### src/rtl/mbe_pkg.sv
// ----------------------------------------------------------------------------
// mbe_pkg
// Shared widths, constants and types of the escape-time unit.
// ----------------------------------------------------------------------------
package mbe_pkg;

  // pixel coordinates
  localparam int COORD_W   = 12;
  localparam int IMAGE_DIM = 4096;

  // iteration count and limit
  localparam int ITER_BITS = 16;

  // fixed point: c is Q4.28, z is sign + 35-bit magnitude of Q8.28
  localparam int Q_FRAC = 28;
  localparam int C_W    = 32;
  localparam int STEP_W = 31;
  localparam int MAP_W  = STEP_W + COORD_W;   // step * coordinate, exact
  localparam int CS_W   = MAP_W + 2;          // origin + step * coordinate
  localparam int MAG_W  = 35;
  localparam int HALF_W = 18;                 // low slice of a multiplier operand
  localparam int PROD_W = 2 * MAG_W;
  localparam int SQ_W   = PROD_W - Q_FRAC;    // product after the Q.28 shift
  localparam int M_W    = SQ_W + 1;           // |z|^2
  localparam int SUM_W  = SQ_W + 4;           // signed update sums

  localparam int ESCAPE_RADIUS_SQ = 1000;
  localparam logic [M_W-1:0]   M_ESCAPE = M_W'(ESCAPE_RADIUS_SQ) << Q_FRAC;
  localparam logic [MAG_W-1:0] Z_MAX    = '1;

  // configuration port
  localparam int ADDR_W = 5;
  localparam int DATA_W = 32;
  localparam int IDX_W  = 3;

  localparam logic [IDX_W-1:0] REG_ORIGIN_RE  = 3'd0;
  localparam logic [IDX_W-1:0] REG_ORIGIN_IM  = 3'd1;
  localparam logic [IDX_W-1:0] REG_STEP_RE    = 3'd2;
  localparam logic [IDX_W-1:0] REG_STEP_IM    = 3'd3;
  localparam logic [IDX_W-1:0] REG_ITER_LIMIT = 3'd4;

  localparam logic signed [C_W-1:0] RST_ORIGIN = -32'sd536870912;
  localparam logic [STEP_W-1:0]     RST_STEP   = 31'd805306;
  localparam logic [ITER_BITS-1:0]  RST_LIMIT  = 16'd256;

  typedef struct packed {
    logic signed [C_W-1:0]  origin_re;
    logic signed [C_W-1:0]  origin_im;
    logic [STEP_W-1:0]      step_re;
    logic [STEP_W-1:0]      step_im;
    logic [ITER_BITS-1:0]   limit;
  } cfg_t;

  // controller to datapath
  typedef struct packed {
    logic load_px;   // latch pixel coordinates
    logic map;       // step * coordinate
    logic csum;      // c = origin + product, clear z and count
    logic mul_lo;    // partial products, low operand slice
    logic mul_hi;    // partial products, high operand slice, accumulate
    logic update;    // escape test and z update
    logic load_out;  // move result to the output register
  } cmd_t;

  // datapath to controller
  typedef struct packed {
    logic lim_hit;
    logic radius_hit;
  } stat_t;

endpackage

### src/rtl/mbe_regs.sv
// ----------------------------------------------------------------------------
// mbe_regs
// APB-style register bank: view origin, pixel step, iteration limit.
// ----------------------------------------------------------------------------
module mbe_regs (
  input  logic                        clk,
  input  logic                        rst_n,
  input  logic                        psel,
  input  logic                        penable,
  input  logic                        pwrite,
  input  logic [mbe_pkg::ADDR_W-1:0]  paddr,
  input  logic [mbe_pkg::DATA_W-1:0]  pwdata,
  output logic [mbe_pkg::DATA_W-1:0]  prdata,
  output logic                        pready,
  output mbe_pkg::cfg_t               cfg
);

  mbe_pkg::cfg_t                  cfg_r, cfg_nxt;
  logic                           wr_en;
  logic [mbe_pkg::IDX_W-1:0]      idx;

  assign pready = 1'b1;
  assign wr_en  = psel && penable && pwrite;
  assign idx    = paddr[mbe_pkg::ADDR_W-1:2];

  always_comb begin
    cfg_nxt = cfg_r;
    if (wr_en) begin
      unique case (idx)
        mbe_pkg::REG_ORIGIN_RE:  cfg_nxt.origin_re = signed'(pwdata);
        mbe_pkg::REG_ORIGIN_IM:  cfg_nxt.origin_im = signed'(pwdata);
        mbe_pkg::REG_STEP_RE:    cfg_nxt.step_re   = pwdata[mbe_pkg::STEP_W-1:0];
        mbe_pkg::REG_STEP_IM:    cfg_nxt.step_im   = pwdata[mbe_pkg::STEP_W-1:0];
        mbe_pkg::REG_ITER_LIMIT: cfg_nxt.limit     = pwdata[mbe_pkg::ITER_BITS-1:0];
        default: ;
      endcase
    end
  end

  always_ff @(posedge clk) begin
    if (!rst_n) begin
      cfg_r.origin_re <= mbe_pkg::RST_ORIGIN;
      cfg_r.origin_im <= mbe_pkg::RST_ORIGIN;
      cfg_r.step_re   <= mbe_pkg::RST_STEP;
      cfg_r.step_im   <= mbe_pkg::RST_STEP;
      cfg_r.limit     <= mbe_pkg::RST_LIMIT;
    end else begin
      cfg_r <= cfg_nxt;
    end
  end

  always_comb begin
    unique case (idx)
      mbe_pkg::REG_ORIGIN_RE:  prdata = cfg_r.origin_re;
      mbe_pkg::REG_ORIGIN_IM:  prdata = cfg_r.origin_im;
      mbe_pkg::REG_STEP_RE:    prdata = mbe_pkg::DATA_W'(cfg_r.step_re);
      mbe_pkg::REG_STEP_IM:    prdata = mbe_pkg::DATA_W'(cfg_r.step_im);
      mbe_pkg::REG_ITER_LIMIT: prdata = mbe_pkg::DATA_W'(cfg_r.limit);
      default:                 prdata = '0;
    endcase
  end

  assign cfg = cfg_r;

endmodule

### config.mk
export PLATFORM = sky130hd
export DESIGN_NAME = mbe_regs
export DESIGN_NICKNAME = d
export VERILOG_FILES = /design/src/rtl/mbe_pkg.sv /design/src/rtl/mbe_regs.sv
export SDC_FILE = /design/constraint.sdc
export NUM_CORES = 1
export LEC_CHECK = 0
export ABC_AREA = 0
export BUFFER_PORTS_ARGS = -buffer_cell sky130_fd_sc_hd__clkbuf_2
export CORE_MARGIN = 2
export CORE_UTILIZATION = 52
export CTS_BUF_LIST = sky130_fd_sc_hd__clkbuf_4
export DETAILED_ROUTE_END_ITERATION = 8
export HOLD_SLACK_MARGIN = 0.12
export MAX_ROUTING_LAYER = met4
export PLACE_DENSITY = 0.79
export SETUP_SLACK_MARGIN = 0.5
export SLEW_MARGIN = 20
export SYNTH_ARGS = -nofsm -noshare
export SYNTH_HDL_FRONTEND = slang
export SYNTH_SLANG_ARGS = --single-unit
export TNS_END_PERCENT = 20
### constraint.sdc
create_clock -name clk -period 1.4 [get_ports clk]
set_input_delay 0.07 -clock clk [delete_from_list [all_inputs] [get_ports clk]]
set_output_delay 0.07 -clock clk [all_outputs]
set_load 0.01 [all_outputs]
==> out/qor.yml, run 1 <==
sta:
  slew_headroom: 0.5645
  clock.fmax_mhz: 557.8
  final-hold-violation-count: 0
  worst_slew_pin_slew_ps: 653.3
  setup_viol: 31
  period_share: 1.280
  fin_ws_ps: -392.6
  drv_slew: 0
  min_period_ps: 1793
  rsz0062_at_grt: "yes"
  finClkSkew_ps: 0
pwr:
  leakagePower_nw: 4.754
  comb_power_share: 0.117
  ir_drop_mv: 0.7058
  seqPwrFrac: 0.510
  pwr-share-clk: 0.372
  internal_power_mw: 5.990
  powerDensity_nw_per_um2: 748.6
  switching_power_mw: 2.000
  p_sw_frac: 0.2503
grt:
  grt_max_degree: 51
  grt_pass1_vias: 6454
  antenna_found_initial: 1
  track_usage: 0.3282
  grt-busiest-layer: "met2"
  grt_pass1_wl_mm: 32.55
  grt_overflow: 0
  use_met1: 0.3631
  met2_usage: 0.5552
  met3_usage: 0.07011
cells_and_area:
  postLayoutCellArea_sq_um: 10670
  nNetsFinal: 999
  final_common_cell: "buf_6"
  fin_cells: 1139
  drive_above_1_share: 0.5938
  nFillCells: 496
  largest_register_ffs: 142
  final_cell_mix: "149 x buf_6, 146 x nand2_1, 137 x mux2i_1"
  area_delta_synth_final_pct: 65.49
place:
  dp.cells: 1000
  port_buffers: 213
  place_area_sq_um: 8138
  hpwl_mm: 13.09
  gp_congestion: 0.8653
  place_ws_ps: 4.170
logic_synthesis:
  yosys-top-cells-area: "dfxtp_1 44%, mux2i_1 21%, nand2_1 8.6%"
  synth_area_sq_um: 6450
  yosys.area.top_type_share: 0.4407
  yosysTopAreaCell: "dfxtp_1"
  yosys.cell_types.count: 30
  ys_seq_area_frac: 0.4407
  ys_seq_elements: 142
  syn_inst: 640
  syn-mean-instance-area_sq_um: 10.08
  yosysWarnings: 0
  syn_nets: 682
status:
  violations: "negative setup slack"
  status: "finished with violations"
routing:
  drtIter0Drc: 633
  firstDrtPassIters: 6
  drc_errors: 0
  wl_mm: 26.13
  final_antenna_net_count: 0
  num_vias: 6640
  via_per_inst: 5.830
  wl_per_cell_microns: 22.94
floorplan:
  row_count: 40
  initial_core_util: 0.5348
  io_pins: 217
  core-area_sq_um: 12060
  die_w_microns: 115.4
  die_h_microns: 115.4
  die_area_sq_um: 13310
setup_path:
  cpPeakStageDelay_ps: 500
  cp_cell_sequence: "mux4_2, nor2b_4, buf_6"
  crit_required_ps: 1330
  r2r_slack_ps: 500
  path_class: "reg2out"
  critPathMaxFanout: 3
  crit_arrival_ps: 1720
  endpoint_kind: "primary output"
  crit_slowest_cell: "mux4_2"
  cp-start-kind: "flip-flop"
cts:
  clkTransAtPathRegs_ps: 120
  cts_tree: "yes"
  cts.sinks: 142
  cts_buffers: 17
  holdBufCountCts: 32
  insertion_delay_ps: 540
  clockBufferDepth: 2
  cts_root_buf: "clkbuf_4"
  ctsHtreeMaxLevel: 4
flow_run:
  cap_violations: 0
worst_hold_path:
  min_path_type: "in2reg"
==> power groups by stage <==
stage / clock (mW) / combinational (mW) / sequential [mW]
floorplan: 0 / 0.461 / 4.20
global placement: 0 / 0.695 / 4.18
detailed placement: 0 / 0.715 / 4.19
CTS: 2.95 / 0.826 / 4.09
global route: 3.17 / 0.972 / 4.08
finish: 2.98 / 0.936 / 4.08
==> Yosys cell counts (all sizes together) <==
cell type / instances
inv: 6
conb: 1
buf: 34
nor2b: 50
and4b: 1
a22oi: 30
nor2: 1
mux4: 15
and3: 3
mux2: 16
nand2: 147
o211ai: 5
a31oi: 1
dfxtp: 142
a21oi: 1
clkbuf: 21
o22ai: 16
nor3: 3
nand4: 2
nand4b: 1
nand3: 5
and3b: 1
mux2i: 138
==> worst max-delay path, delay by kind of cell (launching register included) <==
family / cells / cell delay, ps
buf+inv: 1 / 150
flops: 1 / 370
mux: 1 / 500
simple gates: 1 / 160
==> stage by stage <==
| stage | hold WS (ps) | utilization | TNS, ps | total power [mW] |
|---|---|---|---|---|
| 2_1_floorplan | 224.0 | - | 0 | 4.657 |
| 3_3_place_gp | 339.3 | 0.6747 | 0 | 4.879 |
| 6_report | 17.81 | 0.8850 | -8353 | 7.990 |
| 4_1_cts | -31.38 | 0.8031 | -8343 | 7.874 |
| 5_1_grt | 1.135 | 0.8850 | -10300 | 8.227 |
| 3_5_place_dp | 355.1 | 0.6747 | 0 | 4.902 |
==> what timing repair did <==
item                                   CTS  global route
setup endpoints to repair              174           175
endpoints found under the hold margin  142           119
setup buffers                           59            15
gates resized for setup                183           314
pin swaps                                6             2
==> logic make-up (layout without fill, tap and decap cells) <==
family	Yosys count	after routing	synth area share
AND/OR/NAND/NOR	214	214	0.1540
AO/OA/AOI/OAI	53	53	0.05800
other	1	2	0.0005814
flip-flops	142	142	0.4407
buffers and inverters	61	391	0.05218
multiplexers	169	169	0.2945
==> routing by layer <==
metal | share of wire | wire length (microns)
met5 | 0 | 0
met4 | 0.055 | 1442
met3 | 0.075 | 1959
met2 | 0.52 | 13710
met1 | 0.35 | 9014
==> area by class of cell <==
class / instances / area, sq um / area share
Sequential cell: 142 / 3050 / 0.2858
Clock buffer: 23 / 172.7 / 0.01618
Tap cell: 168 / 210.2 / 0.01969
Antenna cell: 1 / 2.502 / 0.0002344
Inverter: 6 / 22.52 / 0.002110
Timing Repair Buffer: 353 / 3453 / 0.3235
Multi-Input combinational cell: 437 / 3621 / 0.3392
Clock inverter: 9 / 141.4 / 0.01325
==> path summary, 6_finish.rpt <==
check | from | to | depth (start not counted)
hold / removal | rst_n | cfg[141] | 3
hold reg to reg | cfg[127] | cfg[127] | 2
setup reg to reg | cfg[35] | cfg[35] | 4
setup / recovery | cfg[140] | prdata[30] | 3
(Power assumes the default switching activity.)
==> run 2: changes to the inputs <==
Settings changed: CORE_UTILIZATION 52 to 24, PLACE_DENSITY 0.79 to 0.41.
==> run 2 against run 1 <==
Net effect:
- the flow still finishes with violations (negative setup slack)
- cell area up 1.5%
- clock power fell by 11%
- global-route usage fell by 16 points
- combinational power rose by 2%
- largest cell class unchanged
- largest power group unchanged
==> out/qor.yml, run 2 (synthesized netlist as in run 1, its figures left out) <==
sta:
  drv_slew: 0
  fin_ws_ps: -319.3
  min_period_ps: 1719
  final-hold-violation-count: 0
  period_share: 1.228
  clock.fmax_mhz: 581.6
  setup_viol: 32
  finClkSkew_ps: 0
  hold_slack_ps: 188.2
  slew_headroom: 0.5725
  worst_slew_pin_slew_ps: 639.1
  rsz0062_at_grt: "yes"
place:
  place_ws_ps: -109.2
  port_buffers: 213
  hpwl_mm: 16.06
  dp.cells: 1186
  gp_congestion: 0.7298
cells_and_area:
  final_common_cell: "nand2_1"
  final_cell_mix: "147 x nand2_1, 138 x mux2i_1, 133 x buf_6"
  nFillCells: 2603
  drive_above_1_share: 0.5829
  largest_register_ffs: 142
  nNetsFinal: 1000
  area_delta_synth_final_pct: 68.05
  fin_cells: 1314
  finish.utilization: 0.4067
routing:
  via_per_inst: 4.489
  final_antenna_net_count: 0
  drc_errors: 0
  num_vias: 5898
  wl_mm: 24.30
  drtIter0Drc: 254
  wl_per_cell_microns: 18.49
  firstDrtPassIters: 4
grt:
  grt_pass1_wl_mm: 35.45
  grt_max_degree: 55
  track_usage: 0.1706
  grt_overflow: 0
  antenna_found_initial: 1
  grt_pass1_vias: 5939
setup_path:
  path_class: "reg2out"
  critPathMaxFanout: 2
  crit_required_ps: 1330
  crit_arrival_ps: 1650
  cp-start-kind: "flip-flop"
  reg2reg_from: "cfg[19]"
  r2r_end: "cfg[19]"
  r2r_cells: 4
  r2r_slack_ps: 540
  cp-endpoint: "prdata[17]"
  crit_start: "cfg[127]"
  endpoint_kind: "primary output"
cts:
  cts_root_buf: "clkbuf_4"
  cts.sinks: 142
  cts_buffers: 17
  insertion_delay_ps: 530
  clockBufferDepth: 2
  ctsHtreeMaxLevel: 4
  cts_tree: "yes"
  clkTransAtPathRegs_ps: 140
status:
  violations: "negative setup slack"
  status: "finished with violations"
pwr:
  p_total_mw: 7.671
  leakagePower_nw: 4.710
  ir_drop_mv: 0.3841
  powerDensity_nw_per_um2: 707.7
floorplan:
  die_h_microns: 167.9
  core-area_sq_um: 26650
  die_area_sq_um: 28200
  io_pins: 217
  initial_core_util: 0.2420
  die_w_microns: 167.9
  row_count: 60
worst_hold_path:
  min_path_type: "in2reg"
flow_run:
  cap_violations: 0
-- run 2: cell type report --
class                      count  area (sq um)  area share
antenna                        2         5.005   0.0004617
inverter                       6         22.52    0.002078
tap                          341         426.7     0.03936
timing repair buffer         354          3447      0.3180
multi-input combinational    437          3586      0.3308
clock buffer                  20         150.1     0.01385
clock inverter                12         118.9     0.01097
sequential                   142          3083      0.2844
-- run 2: worst min-delay path by stage --
| stage | start | end | slack, ps | cells past startpoint |
|---|---|---|---|---|
| 2_1_floorplan | pwdata[29] | cfg[45] | 220 | 2 |
| 3_3_place_gp | pwdata[31] | cfg[141] | 350 | 3 |
| 3_5_place_dp | pwdata[31] | cfg[141] | 350 | 3 |
| 4_1_cts | psel | cfg[7] | 130 | 5 |
| 5_1_grt | psel | cfg[7] | 150 | 5 |
| 6_report | psel | cfg[7] | 190 | 5 |
-- run 2: what timing repair did --
item / CTS / global route
gates cloned: 0 / 1
endpoints found under the hold margin: 142 / 88
hold buffers: 37 / 1
endpoints found under the setup margin: 174 / 316
gates resized for setup: 174 / 307
setup buffers: 50 / 6
pin swaps: 2 / 2
-- run 2: power breakdown --
part | switching (mW) | total, mW | internal [mW] | leakage [nW]
Sequential | 0.0287 | 4.06 | 4.03 | 1.20
Combinational | 0.492 | 0.951 | 0.460 | 3.36
Clock | 1.56 | 2.66 | 1.10 | 0.148
Total | 2.08 | 7.67 | 5.59 | 4.71
-- run 2: per-layer routing --
layer  wire length (microns)  vias to the layer above  GRT usage
met2                   11440                      184     0.2672
met4                     288                        0    0.04839
met3                    1233                       15    0.03996
met5                       0                        -          -
li1                        -                     2864          -
met1                   11330                     2835     0.2203
-- run 2: critical path, stage by stage (launching register included) --
cell      delay [ps]
dfxtp_2          360
mux4_2           470
nor2b_4          140
clkbuf_2         140
-- run 2: stage by stage --
step / area (sq um) / setup TNS [ps]
after floorplan: 6834 / 0
after global placement: 8517 / -648.6
after detailed placement: 8517 / -810.0
after CTS: 9941 / -10960
after global routing: 10840 / -11210
final: 10840 / -7472
==> run 3: changes to the inputs <==
Settings changed: SETUP_SLACK_MARGIN 0.5 to 0.02.
==> run 3 against run 2 <==
Net effect:
- the run still ends with negative setup slack left
- first-iteration DRC count up 13%
- global-route usage down 0.86 points
- power up 3.2%
- core utilization down 6.3 points
- combinational power down 13%
- maximum frequency up 1.6%
==> out/qor.yml, run 3 (synthesized netlist as in run 1, its figures left out) <==
floorplan:
  initial_core_util: 0.2420
  die_area_sq_um: 28200
  row_count: 60
  die_w_microns: 167.9
  io_pins: 217
  die_h_microns: 167.9
  core-area_sq_um: 26650
cells_and_area:
  nNetsFinal: 952
  largest_register_ffs: 142
  drive_above_1_share: 0.4670
  area_delta_synth_final_pct: 42.11
  postLayoutCellArea_sq_um: 9166
  final_common_cell: "clkbuf_2"
  final_cell_mix: "206 x clkbuf_2, 147 x nand2_1, 138 x mux2i_1"
setup_path:
  crit_required_ps: 1330
  critPathMaxFanout: 2
  crit_start: "cfg[46]"
  crit_arrival_ps: 1620
  endpoint_kind: "primary output"
  reg2reg_from: "cfg[54]"
  path_class: "reg2out"
  cp-start-kind: "flip-flop"
routing:
  num_vias: 5712
  wl_met1_mm: 10.86
  via_per_inst: 4.515
  final_antenna_net_count: 0
  wl_per_cell_microns: 17.60
  wl_mm: 22.27
  drc_errors: 0
  drtIter0Drc: 288
  wl_met2_mm: 10.01
  firstDrtPassIters: 4
  top_layer: "met4"
  dr_wl_met3_mm: 1.163
worst_hold_path:
  min_path_type: "in2reg"
  holdCritStartpoint: "paddr[3]"
cts:
  cts_tree: "yes"
  cts.sinks: 142
  insertion_delay_ps: 540
  clkTransAtPathRegs_ps: 150
  clockBufferDepth: 2
  cts_buffers: 17
  ctsHtreeMaxLevel: 4
  cts_root_buf: "clkbuf_4"
sta:
  min_period_ps: 1692
  setup_viol: 31
  clock.fmax_mhz: 591.1
  fin_ws_ps: -291.7
  rsz0062_at_grt: "yes"
  finClkSkew_ps: 0
  final-hold-violation-count: 0
  drv_slew: 0
  period_share: 1.208
  hold_slack_ps: 166.6
place:
  gp_congestion: 0.7488
  hpwl_mm: 15.46
  port_buffers: 213
  place_area_sq_um: 8132
  place_ws_ps: -41.25
status:
  status: "finished with violations"
  violations: "negative setup slack"
grt:
  grt_overflow: 0
  antenna_found_initial: 1
  grt_max_degree: 62
  grt_pass1_vias: 5694
  track_usage: 0.1620
  grt_pass1_wl_mm: 34.18
pwr:
  leakagePower_nw: 4.084
  powerDensity_nw_per_um2: 863.6
  ir_drop_mv: 0.5014
  p_total_mw: 7.916
flow_run:
  cap_violations: 0
-- run 3: where the power goes --
group          total, mW  internal [mW]  switching, mW
sequential          4.10           4.07         0.0256
clock               2.99           1.27           1.72
combinational      0.828          0.371          0.456
-- run 3: final cells by class --
type                       instances  area (sq um)
tap                              341         426.7
inverter                           6         22.52
sequential                       142          2935
timing repair buffer             306          2081
clock inverter                    15         182.7
multi-input combinational        437          3388
clock buffer                      17         127.6
antenna                            1         2.502
fill                            2792         17480
-- run 3: stage by stage --
step	std cells	utilization	setup TNS [ps]
final	1265	0.3439	-7374
after global routing	1265	0.3439	-11060
after CTS	1258	0.3388	-9237
after detailed placement	1178	0.3051	-516.5
after global placement	1178	0.3051	-51.92
after floorplan	640	-	0
-- run 3: path summary, 6_finish.rpt --
check / slack, ps / to / cells past startpoint
worst max-delay path: -290 / prdata[30] / 3
worst min-delay path: 170 / cfg[139] / 5
worst max register to register: 650 / cfg[54] / 3
worst min register to register: 480 / cfg[101] / 2
-- run 3: critical path: stages (launching register included) --
cell and delay (ps):
dfxtp_2 350, mux4_2 460, nor2b_4 140, buf_6 120
-- run 3: metal layers --
metal	GRT usage	up-vias
met5	-	-
met3	0.04090	13
met1	0.2131	2749
li1	-	2774
met2	0.2506	176
met4	0.03781	0
-- run 3: timing repair --
action,4_1_cts,5_1_grt
endpoints found under the hold margin,142,1
hold buffers,34,1
setup buffers,14,5
pin swaps,14,1
endpoints found under the setup margin,32,34
resized for setup,75,31
