$ cat config.mk
export PLATFORM = sky130hd
export DESIGN_NAME = mbe_ctrl
export DESIGN_NICKNAME = d
export VERILOG_FILES = /design/src/rtl/mbe_pkg.sv /design/src/rtl/mbe_ctrl.sv
export SDC_FILE = /design/constraint.sdc
export NUM_CORES = 1
export LEC_CHECK = 0
export ABC_CLOCK_PERIOD_IN_PS = 2210
export BUFFER_PORTS_ARGS = -buffer_cell sky130_fd_sc_hd__buf_4
export CORE_AREA = 2 2 39 41
export CTS_BUF_LIST = sky130_fd_sc_hd__clkbuf_4 sky130_fd_sc_hd__clkbuf_8 sky130_fd_sc_hd__clkbuf_16
export DETAILED_ROUTE_END_ITERATION = 10
export DIE_AREA = 0 0 41 43
export GPL_TIMING_DRIVEN = 0
export SETUP_SLACK_MARGIN = 0.3
export SLEW_MARGIN = 20
export SYNTH_ARGS = -nofsm -noshare
export SYNTH_HDL_FRONTEND = slang
export SYNTH_SLANG_ARGS = --single-unit
$ cat constraint.sdc
create_clock -name clk -period 2.21 [get_ports clk]
set_clock_uncertainty 0.05 [all_clocks]
set_input_delay 0 -clock clk [delete_from_list [all_inputs] [get_ports clk]]
set_output_delay 0 -clock clk [all_outputs]
set_load 0.02 [all_outputs]
$ cat src/rtl/mbe_pkg.sv
// ----------------------------------------------------------------------------
// mbe_pkg
// Shared widths, constants and types of the escape-time unit.
// ----------------------------------------------------------------------------
package mbe_pkg;

  // pixel coordinates
  localparam int COORD_W   = 12;
  localparam int IMAGE_DIM = 4096;

  // iteration count and limit
  localparam int ITER_BITS = 16;

  // fixed point: c is Q4.28, z is sign + 35-bit magnitude of Q8.28
  localparam int Q_FRAC = 28;
  localparam int C_W    = 32;
  localparam int STEP_W = 31;
  localparam int MAP_W  = STEP_W + COORD_W;   // step * coordinate, exact
  localparam int CS_W   = MAP_W + 2;          // origin + step * coordinate
  localparam int MAG_W  = 35;
  localparam int HALF_W = 18;                 // low slice of a multiplier operand
  localparam int PROD_W = 2 * MAG_W;
  localparam int SQ_W   = PROD_W - Q_FRAC;    // product after the Q.28 shift
  localparam int M_W    = SQ_W + 1;           // |z|^2
  localparam int SUM_W  = SQ_W + 4;           // signed update sums

  localparam int ESCAPE_RADIUS_SQ = 1000;
  localparam logic [M_W-1:0]   M_ESCAPE = M_W'(ESCAPE_RADIUS_SQ) << Q_FRAC;
  localparam logic [MAG_W-1:0] Z_MAX    = '1;

  // configuration port
  localparam int ADDR_W = 5;
  localparam int DATA_W = 32;
  localparam int IDX_W  = 3;

  localparam logic [IDX_W-1:0] REG_ORIGIN_RE  = 3'd0;
  localparam logic [IDX_W-1:0] REG_ORIGIN_IM  = 3'd1;
  localparam logic [IDX_W-1:0] REG_STEP_RE    = 3'd2;
  localparam logic [IDX_W-1:0] REG_STEP_IM    = 3'd3;
  localparam logic [IDX_W-1:0] REG_ITER_LIMIT = 3'd4;

  localparam logic signed [C_W-1:0] RST_ORIGIN = -32'sd536870912;
  localparam logic [STEP_W-1:0]     RST_STEP   = 31'd805306;
  localparam logic [ITER_BITS-1:0]  RST_LIMIT  = 16'd256;

  typedef struct packed {
    logic signed [C_W-1:0]  origin_re;
    logic signed [C_W-1:0]  origin_im;
    logic [STEP_W-1:0]      step_re;
    logic [STEP_W-1:0]      step_im;
    logic [ITER_BITS-1:0]   limit;
  } cfg_t;

  // controller to datapath
  typedef struct packed {
    logic load_px;   // latch pixel coordinates
    logic map;       // step * coordinate
    logic csum;      // c = origin + product, clear z and count
    logic mul_lo;    // partial products, low operand slice
    logic mul_hi;    // partial products, high operand slice, accumulate
    logic update;    // escape test and z update
    logic load_out;  // move result to the output register
  } cmd_t;

  // datapath to controller
  typedef struct packed {
    logic lim_hit;
    logic radius_hit;
  } stat_t;

endpackage

$ cat src/rtl/mbe_ctrl.sv
// ----------------------------------------------------------------------------
// mbe_ctrl
// Sequencer: pixel mapping, per-pass multiply/update steps, result handoff.
// ----------------------------------------------------------------------------
module mbe_ctrl (
  input  logic           clk,
  input  logic           rst_n,
  input  logic           in_valid,
  output logic           in_ready,
  output logic           out_valid,
  input  logic           out_ready,
  input  mbe_pkg::stat_t stat,
  output mbe_pkg::cmd_t  cmd
);

  localparam logic [2:0] S_IDLE = 3'd0;
  localparam logic [2:0] S_MAP  = 3'd1;
  localparam logic [2:0] S_CSUM = 3'd2;
  localparam logic [2:0] S_MUL0 = 3'd3;
  localparam logic [2:0] S_MUL1 = 3'd4;
  localparam logic [2:0] S_UPD  = 3'd5;
  localparam logic [2:0] S_FIN  = 3'd6;

  logic [2:0] state_r, state_nxt;
  logic       out_valid_r, out_valid_nxt;
  logic       slot_free;
  logic       stop;

  assign slot_free = !out_valid_r || out_ready;
  assign stop      = stat.lim_hit || stat.radius_hit;

  always_comb begin
    state_nxt = state_r;
    cmd       = '0;
    in_ready  = 1'b0;
    unique case (state_r)
      S_IDLE: begin
        in_ready = 1'b1;
        if (in_valid) begin
          cmd.load_px = 1'b1;
          state_nxt   = S_MAP;
        end
      end
      S_MAP: begin
        cmd.map   = 1'b1;
        state_nxt = S_CSUM;
      end
      S_CSUM: begin
        cmd.csum  = 1'b1;
        state_nxt = S_MUL0;
      end
      S_MUL0: begin
        cmd.mul_lo = 1'b1;
        state_nxt  = S_MUL1;
      end
      S_MUL1: begin
        cmd.mul_hi = 1'b1;
        state_nxt  = S_UPD;
      end
      S_UPD: begin
        cmd.update = 1'b1;
        state_nxt  = stop ? S_FIN : S_MUL0;
      end
      S_FIN: begin
        if (slot_free) begin
          cmd.load_out = 1'b1;
          state_nxt    = S_IDLE;
        end
      end
      default: state_nxt = S_IDLE;
    endcase
  end

  always_comb begin
    if (cmd.load_out) begin
      out_valid_nxt = 1'b1;
    end else if (out_ready) begin
      out_valid_nxt = 1'b0;
    end else begin
      out_valid_nxt = out_valid_r;
    end
  end

  always_ff @(posedge clk) begin
    if (!rst_n) begin
      state_r     <= S_IDLE;
      out_valid_r <= 1'b0;
    end else begin
      state_r     <= state_nxt;
      out_valid_r <= out_valid_nxt;
    end
  end

  assign out_valid = out_valid_r;

`ifndef ASSERT_OFF
  a_cmd_onehot: assert property (@(posedge clk) disable iff (!rst_n)
    $onehot0({cmd.load_px, cmd.map, cmd.csum, cmd.mul_lo, cmd.mul_hi,
              cmd.update, cmd.load_out}))
    else $error("more than one datapath command in a cycle");

  a_load_free: assert property (@(posedge clk) disable iff (!rst_n)
    cmd.load_out |-> (!out_valid_r || out_ready))
    else $error("result overwrote an untaken transaction");

  a_accept_start: assert property (@(posedge clk) disable iff (!rst_n)
    (in_valid && in_ready) |=> (state_r == S_MAP))
    else $error("accepted pixel did not start mapping");

  a_pass_loop: assert property (@(posedge clk) disable iff (!rst_n)
    (state_r == S_UPD && !stop) |=> (state_r == S_MUL0))
    else $error("counted pass did not start another pass");
`endif

endmodule

==> results of run 1 <==
## cell usage after synthesis
master,count,area share
nor2_1,5,0.065
dfxtp_1,4,0.28
buf_6,3,0.12
nand2_1,3,0.039
a21oi_1,2,0.034
and2_1,2,0.043
and4_1,1,0.030
buf_4,1,0.026
inv_2,1,0.013
nand2_4,1,0.039
nand2b_1,1,0.022
nand2b_2,1,0.030
nor2_2,1,0.022
nor2b_1,1,0.022
nor3_1,1,0.017
nor3_2,1,0.034
nor3b_1,1,0.026
o21a_1,1,0.026
o21ai_0,1,0.017
o21ai_1,1,0.017
o21bai_1,1,0.026
o221a_1,1,0.039
o22ai_1,1,0.022
## layout make-up
| cell class | instances | share of cell area |
|---|---|---|
| sequential | 4 | 0.179 |
| buffer | 4 | 0.0922 |
| clock buffer | 3 | 0.0503 |
| tap | 16 | 0.0447 |
| timing repair buffer | 15 | 0.257 |
| multi-input combinational | 27 | 0.369 |
| inverter | 1 | 0.00838 |
## per-stage QoR
step	utilization	cell area (um2)	worst slack (ns)
after floorplan	-	290	1.07
after global placement	0.300	415	1.24
after detailed placement	0.300	415	1.25
after CTS	0.324	448	0.992
after global routing	0.324	448	0.941
final	0.324	448	1.00
## routing by layer
metal / vias up / global-route usage / part of all wire
li1: 158 / - / -
met1: 127 / 0.0865 / 0.45
met2: 10 / 0.125 / 0.45
met3: 2 / 0.0471 / 0.077
met4: 0 / 0.0400 / 0.027
met5: - / 0 / 0
## flip-flops by register name (all words and copies together) (netlist names)
name / count
state_r: 3
out_valid: 1
## cells by family after synthesis
kind of cell	Yosys count
AND/OR/NAND/NOR	19
flip-flops	4
AO/OA/AOI/OAI	8
buffers and inverters	5
## tightest hold or removal path, delay by kind of cell
kind,cells,cell delay (ns)
buf+inv,1,0.08
compound gates,1,0.06
simple gates,1,0.16
## worst max path at each step
stage                                        from      to  slack [ns]  cells after the start
final                     state_r[2]$_SDFFE_PN0P_  cmd[6]        1.00                      4
after global routing      state_r[2]$_SDFFE_PN0P_  cmd[2]        0.94                      4
after CTS                 state_r[2]$_SDFFE_PN0P_  cmd[2]        0.99                      4
after detailed placement  state_r[2]$_SDFFE_PN0P_  cmd[2]        1.25                      4
after global placement    state_r[2]$_SDFFE_PN0P_  cmd[2]        1.24                      4
after floorplan           state_r[2]$_SDFFE_PN0P_  cmd[6]        1.07                      3
## power groups by stage
stage                     combinational [mW]  clock (mW)  sequential (mW)
after CTS                             0.0882      0.0935           0.0799
after global placement                0.0867           0           0.0807
after global routing                  0.0950      0.0980           0.0803
final                                 0.0873      0.0922           0.0798
after detailed placement              0.0864           0           0.0810
after floorplan                       0.0571           0           0.0806
==> results.tsv, run 1 <==
metric	value	unit
fmax	0.829	GHz
crit_type	register to primary output	
synth_fa_ha_area_frac	0	
cts-root-buf	clkbuf_4	
num_vias	297	
synth_cells	36	
gr-usage-all-layers	0.0822	
clock_path_buffers	2	
ys_ff_latch	4	
ant_nets	0	
min-delay-start	stat[1]	
die_h	43	um
cts_inserted_buffers	3	
r2r_end	state_r[2]$_SDFFE_PN0P_	
seq_power_share	0.308	
p_sw	78.1	uW
r2r_setup_slack	1.24	ns
cp_max_fo	10	
fillers	154	
drtIter0Drc	0	
detail_route.wl_per_cell	8.37	um
ff2ff_path_depth	3	
layout_commonest_cell	buf_4	
dp_cells	66	
finalSetupViolations	0	
outcome	complete, no violations	
start_kind	register	
area_growth	54.3	%
drv_slew	0	
synth-simple-area-share	0.388	
synth_compound_area_frac	0.181	
hold_end	state_r[0]$_SDFFE_PN0P_	
period_minus_slack	1.21	ns
vias_per_cell	4.24	
insertion_delay	0.24	ns
final_cell_mix	buf_4, nor2_1, dfxtp_1	
p_leak	0.211	nW
core.rowCount	14	
finalCritPeriodShare	0.546	
htree_levels	1	
relSlewSlack	0.886	
synthMuxAreaShare	0	
syn_area	290	um2
irDropWorstVdd	0.000219	V
worstHoldPathCells	3	
crit_path_end_kind	primary output	
cts_sinks	4	
place_hpwl	457	um
r2r-start	state_r[2]$_SDFFE_PN0P_	
yosys.cell_types.count	23	
crit_required	2.16	ns
antenna_found_initial	0	
synth.yosys.seq_area_share	0.276	
path_delay_family	flip-flops	
grt_pass1_wl	972	um
powerDensity	579	mW/mm2
drcViolationCount	0	
regArea	80.1	um2
cts_tree	done	
synth.net_count	42	
tightest_slew	0.170	ns
drt-total-wl	586	um
grt_pass1_vias	274	
io_buffers	14	
max_cap_viol_count	0	
synth_top_family_by_area	simple AND/OR/NAND/NOR gates	
cp_slowest_cell	dfxtp_1	
die_x	41	um
slowest_delay	0.33	ns
antenna_cells	0	
arrival	1.16	ns
nNetsFinal	62	
switching_share	0.301	
io_pins	15	
combPwrFrac	0.337	
hp-class	input pin to register	
clkPwrFrac	0.356	
cp_cell_sequence	buf_6 -> nor3_2 -> and2_1 -> buf_4	
path_buf_inv	2	
hold_buffers	1	
multi_input_comb_area	165	um2
cts.repair.resized	0	
synth_xor_area_frac	0	
coreArea	0.00138	mm2
dieArea	0.00176	mm2
clk_pin_slew	0.04	ns
grt_max_degree	11	
start_util	0.210	
gp_congestion	0.715	
instances_no_fill	70	
postSynthAreaPerCell	8.06	um2
p_int	181	uW
synth_warnings	0	
p_total	259	uW
drive_above_1_share	0.481	
overflow	0	
finalHoldViolCount	0	
tns	0	ns
firstDrtPassIters	1	
rsz0062_at_grt	false	
postCtsSetupBuffers	0	
holdWs	0.0605	ns
No activity file was read; power rests on OpenSTA's default activity.
==> run 2: changes to the inputs <==
ABC_CLOCK_PERIOD_IN_PS = 1200   (was 2210)
clock period = 1.2 ns   (was 2.21 ns; I/O delays follow)
==> results.tsv, run 2 (same netlist as run 1, synthesis figures left out) <==
metric	value	unit
die_x	41	um
nNetsFinal	76	
drive_above_1_share	0.794	
cts-root-buf	clkbuf_4	
io_pins	15	
arrival	1.13	ns
insertion_delay	0.24	ns
num_vias	379	
cts_inserted_buffers	3	
cp_cell_sequence	buf_8 -> inv_4 -> nor3_2 -> buf_4	
gp_congestion	0.692	
holdWs	0.0668	ns
path_delay_family	flip-flops	
clk_pin_slew	0.04	ns
cts_tree	done	
drv_slew	0	
largest_reg_flops	3	
layout_commonest_cell	buf_4	
stdcell_area	667	um2
finalSetupViolations	0	
antenna_found_initial	0	
drt-total-wl	1030	um
vias_per_cell	4.51	
fmax	0.850	GHz
die_h	43	um
crit_required	1.15	ns
grt_pass1_wl	1550	um
crit_type	register to primary output	
htree_levels	1	
coreArea	0.00138	mm2
final_cell_mix	buf_4, buf_6, nor2_1	
antenna_cells	0	
drcViolationCount	0	
area_growth	130	%
tns	0	ns
relSlewSlack	0.886	
irDropWorstVdd	0.000473	V
gr-usage-all-layers	0.134	
overflow	0	
start_kind	register	
path_buf_inv	3	
io_buffers	14	
start_util	0.210	
crit_path_end_kind	primary output	
detail_route.wl_per_cell	12.3	um
firstDrtPassIters	2	
cp_slowest_cell	dfxtp_4	
core.rowCount	14	
p_leak	0.314	nW
ant_nets	0	
final_util	0.482	
period_minus_slack	1.18	ns
max_cap_viol_count	0	
slowest_delay	0.35	ns
finalHoldViolCount	0	
rsz0062_at_grt	true	
cts_sinks	4	
drtIter0Drc	6	
clock_path_buffers	2	
tightest_slew	0.170	ns
place_area	442	um2
finalCritPeriodShare	0.981	
grt_pass1_vias	377	
place_hpwl	505	um
dieArea	0.00176	mm2
largest_register	state_r	
powerDensity	891	mW/mm2
cp_max_fo	7	
outcome	complete, no violations	
grt_max_degree	9	
fillers	132	
hp-class	input pin to register	
run 2: cell types whose count changed in the layout (fill, tap and decap cells not counted), moves of 2 or more:
cell     before  now
a21oi_1       2    0
a21oi_2       0    2
buf_4        15   21
buf_6         3    9
buf_8         0    2
dfxtp_1       4    0
dfxtp_2       0    3
nor2_4        0    2
run 2: path summary, 6_finish.rpt:
check	from	endpoint	slack (ns)	cells after the start
max reg2reg	state_r[1]$_SDFFE_PN0P_	state_r[2]$_SDFFE_PN0P_	0.09	5
max	state_r[2]$_SDFFE_PN0P_	cmd[2]	0.02	4
min	stat[1]	state_r[0]$_SDFFE_PN0P_	0.07	3
min reg2reg	out_valid$_SDFFE_PN0P_	out_valid$_SDFFE_PN0P_	0.57	3
run 2: repair_timing:
action / 4_1_cts / 5_1_grt
hold buffers: 1 / 0
endpoints found under the hold margin: 3 / 0
resized for setup: 11 / 12
pin swaps: 12 / 6
endpoints found under the setup margin: 12 / 12
buffers inserted: 11 / 3
run 2: layout make-up:
type                    count  area (um2)  area share
repair buffers             29         250       0.375
inverters                   1        6.26     0.00938
plain buffers               4        48.8      0.0732
flip-flops and latches      4        87.6       0.131
multi-input cells          27         231       0.347
clock buffers               3        22.5      0.0338
well taps                  16        20.0      0.0300
run 2: per-layer routing:
metal / global-route usage / vias to the layer above / routed length, um
met2: 0.194 / 14 / 563
met3: 0.0628 / 2 / 55
li1: - / 185 / -
met5: 0 / - / 0
met1: 0.143 / 178 / 393
met4: 0.100 / 0 / 18
run 2: tightest hold or removal path: stages:
cell,delay (ns)
buf_4,0.08
o21ai_0,0.06
and4_1,0.17
run 2: where the power goes:
group / switching (mW) / total [mW] / internal (mW)
combinational: 0.120 / 0.274 / 0.154
clock: 0.0604 / 0.173 / 0.112
sequential: 0.00568 / 0.148 / 0.142
total: 0.186 / 0.594 / 0.409
run 2: through the flow:
stage	cells	worst slack (ns)	total power, mW
5_1_grt	84	-0.0236	0.628
6_report	84	0.0230	0.594
3_3_place_gp	66	0.241	0.322
4_1_cts	81	0.0159	0.570
3_5_place_dp	66	0.227	0.324
2_1_floorplan	36	0.172	0.267
==> run 3: changes to the inputs <==
PLACE_DENSITY_LB_ADDON = 0.12   (was not set)
==> results.tsv, run 3 (same netlist as run 1, synthesis figures left out) <==
metric	value	unit
finalHoldViolCount	0	
largest_register	state_r	
cts-root-buf	clkbuf_4	
outcome	complete, no violations	
core.rowCount	14	
r2r-start	state_r[1]$_SDFFE_PN0P_	
cts_inserted_buffers	3	
min-delay-start	stat[1]	
hp-class	input pin to register	
ant_nets	0	
setup_slack	0.0350	ns
cts_sinks	4	
vias_per_cell	4.41	
place_ws	0.233	ns
detail_route.wl_per_cell	9.24	um
grt_max_degree	9	
place_hpwl	493	um
start_kind	register	
max_cap_viol_count	0	
overflow	0	
finalSetupViolations	0	
final_util	0.458	
final_cell_mix	buf_4, buf_6, nor2_1, nor2_4, clkbuf_4	
crit_required	1.15	ns
p_leak	0.293	nW
cts_tree	done	
powerDensity	916	mW/mm2
crit_path_end_kind	primary output	
drv_slew	0	
irDropWorstVdd	0.000362	V
coreArea	0.00138	mm2
ff2ff_path_depth	6	
die_x	41	um
insertion_delay	0.23	ns
drtIter0Drc	4	
die_h	43	um
nNetsFinal	70	
r2r_setup_slack	0.07	ns
antenna_found_initial	0	
area_growth	119	%
clk_pin_slew	0.04	ns
layout_commonest_cell	buf_4	
worstHoldPathCells	3	
crit_type	register to primary output	
p_total	581	uW
io_pins	15	
drive_above_1_share	0.774	
htree_levels	1	
fmax	0.858	GHz
firstDrtPassIters	2	
clock_path_buffers	2	
gp_congestion	0.637	
start_util	0.210	
gr-usage-all-layers	0.105	
drcViolationCount	0	
io_buffers	14	
r2r_end	state_r[0]$_SDFFE_PN0P_	
relSlewSlack	0.908	
grt_pass1_vias	306	
num_vias	344	
period_minus_slack	1.17	ns
dieArea	0.00176	mm2
drt-total-wl	721	um
arrival	1.12	ns
rsz0062_at_grt	true	
hold_end	state_r[0]$_SDFFE_PN0P_	
cp_max_fo	7	
antenna_cells	0	
finalCritPeriodShare	0.971	
tightest_slew	0.136	ns
grt_pass1_wl	1260	um
largest_reg_flops	3	
run 3: cell count changes in the layout (fill, tap and decap cells not counted), sizes merged:
| cell | previous run | this run |
|---|---|---|
| buf | 32 | 26 |
run 3: critical path, stage by stage (launching register included):
cell,delay [ns]
dfxtp_1,0.30
buf_6,0.14
nor3_4,0.18
and2_4,0.16
buf_6,0.10
run 3: repair_timing:
item,4_1_cts,5_1_grt
pin swaps,8,4
buffers inserted,7,1
endpoints found under the setup margin,12,12
endpoints found under the hold margin,3,0
hold buffers,1,0
gates resized for setup,11,12
run 3: power by group:
part | switching [mW] | internal, mW
clock | 0.0529 | 0.112
combinational | 0.115 | 0.155
sequential | 0.00523 | 0.142
total | 0.173 | 0.408
run 3: area by class of cell:
type	instances	area (um2)
fill	133	749
multi-input combinational	27	236
timing repair buffer	23	214
sequential	4	86.3
buffer	4	48.8
clock buffer	3	22.5
tap	16	20.0
inverter	1	6.26
run 3: worst max path at each step:
stage / start / to / slack, ns / cells past startpoint
CTS: state_r[1]$_SDFFE_PN0P_ / cmd[6] / 0.03 / 4
finish: state_r[1]$_SDFFE_PN0P_ / cmd[6] / 0.04 / 4
global placement: state_r[0]$_SDFFE_PN0P_ / state_r[2]$_SDFFE_PN0P_ / 0.22 / 4
detailed placement: state_r[0]$_SDFFE_PN0P_ / state_r[2]$_SDFFE_PN0P_ / 0.23 / 4
global route: state_r[1]$_SDFFE_PN0P_ / cmd[6] / -0.005 / 4
floorplan: state_r[2]$_SDFFE_PN0P_ / cmd[6] / 0.17 / 3
run 3: through the flow:
| stage | setup TNS (ns) | hold slack [ns] | instances | area, um2 |
|---|---|---|---|---|
| after floorplan | 0 | 0.0675 | 36 | 317 |
| after global placement | 0 | 0.200 | 66 | 442 |
| after detailed placement | 0 | 0.194 | 66 | 442 |
| after CTS | 0 | 0.0721 | 77 | 576 |
| after global routing | -0.00455 | 0.104 | 78 | 634 |
| final | 0 | 0.0780 | 78 | 634 |
run 3: per-layer routing:
layer  part of all wire  global-route usage  vias up
met1               0.46               0.129      154
met3              0.055              0.0314        2
met4              0.011              0.0600        0
met5                  0                   0        -
met2               0.47               0.153       12
li1                   -                   -      176
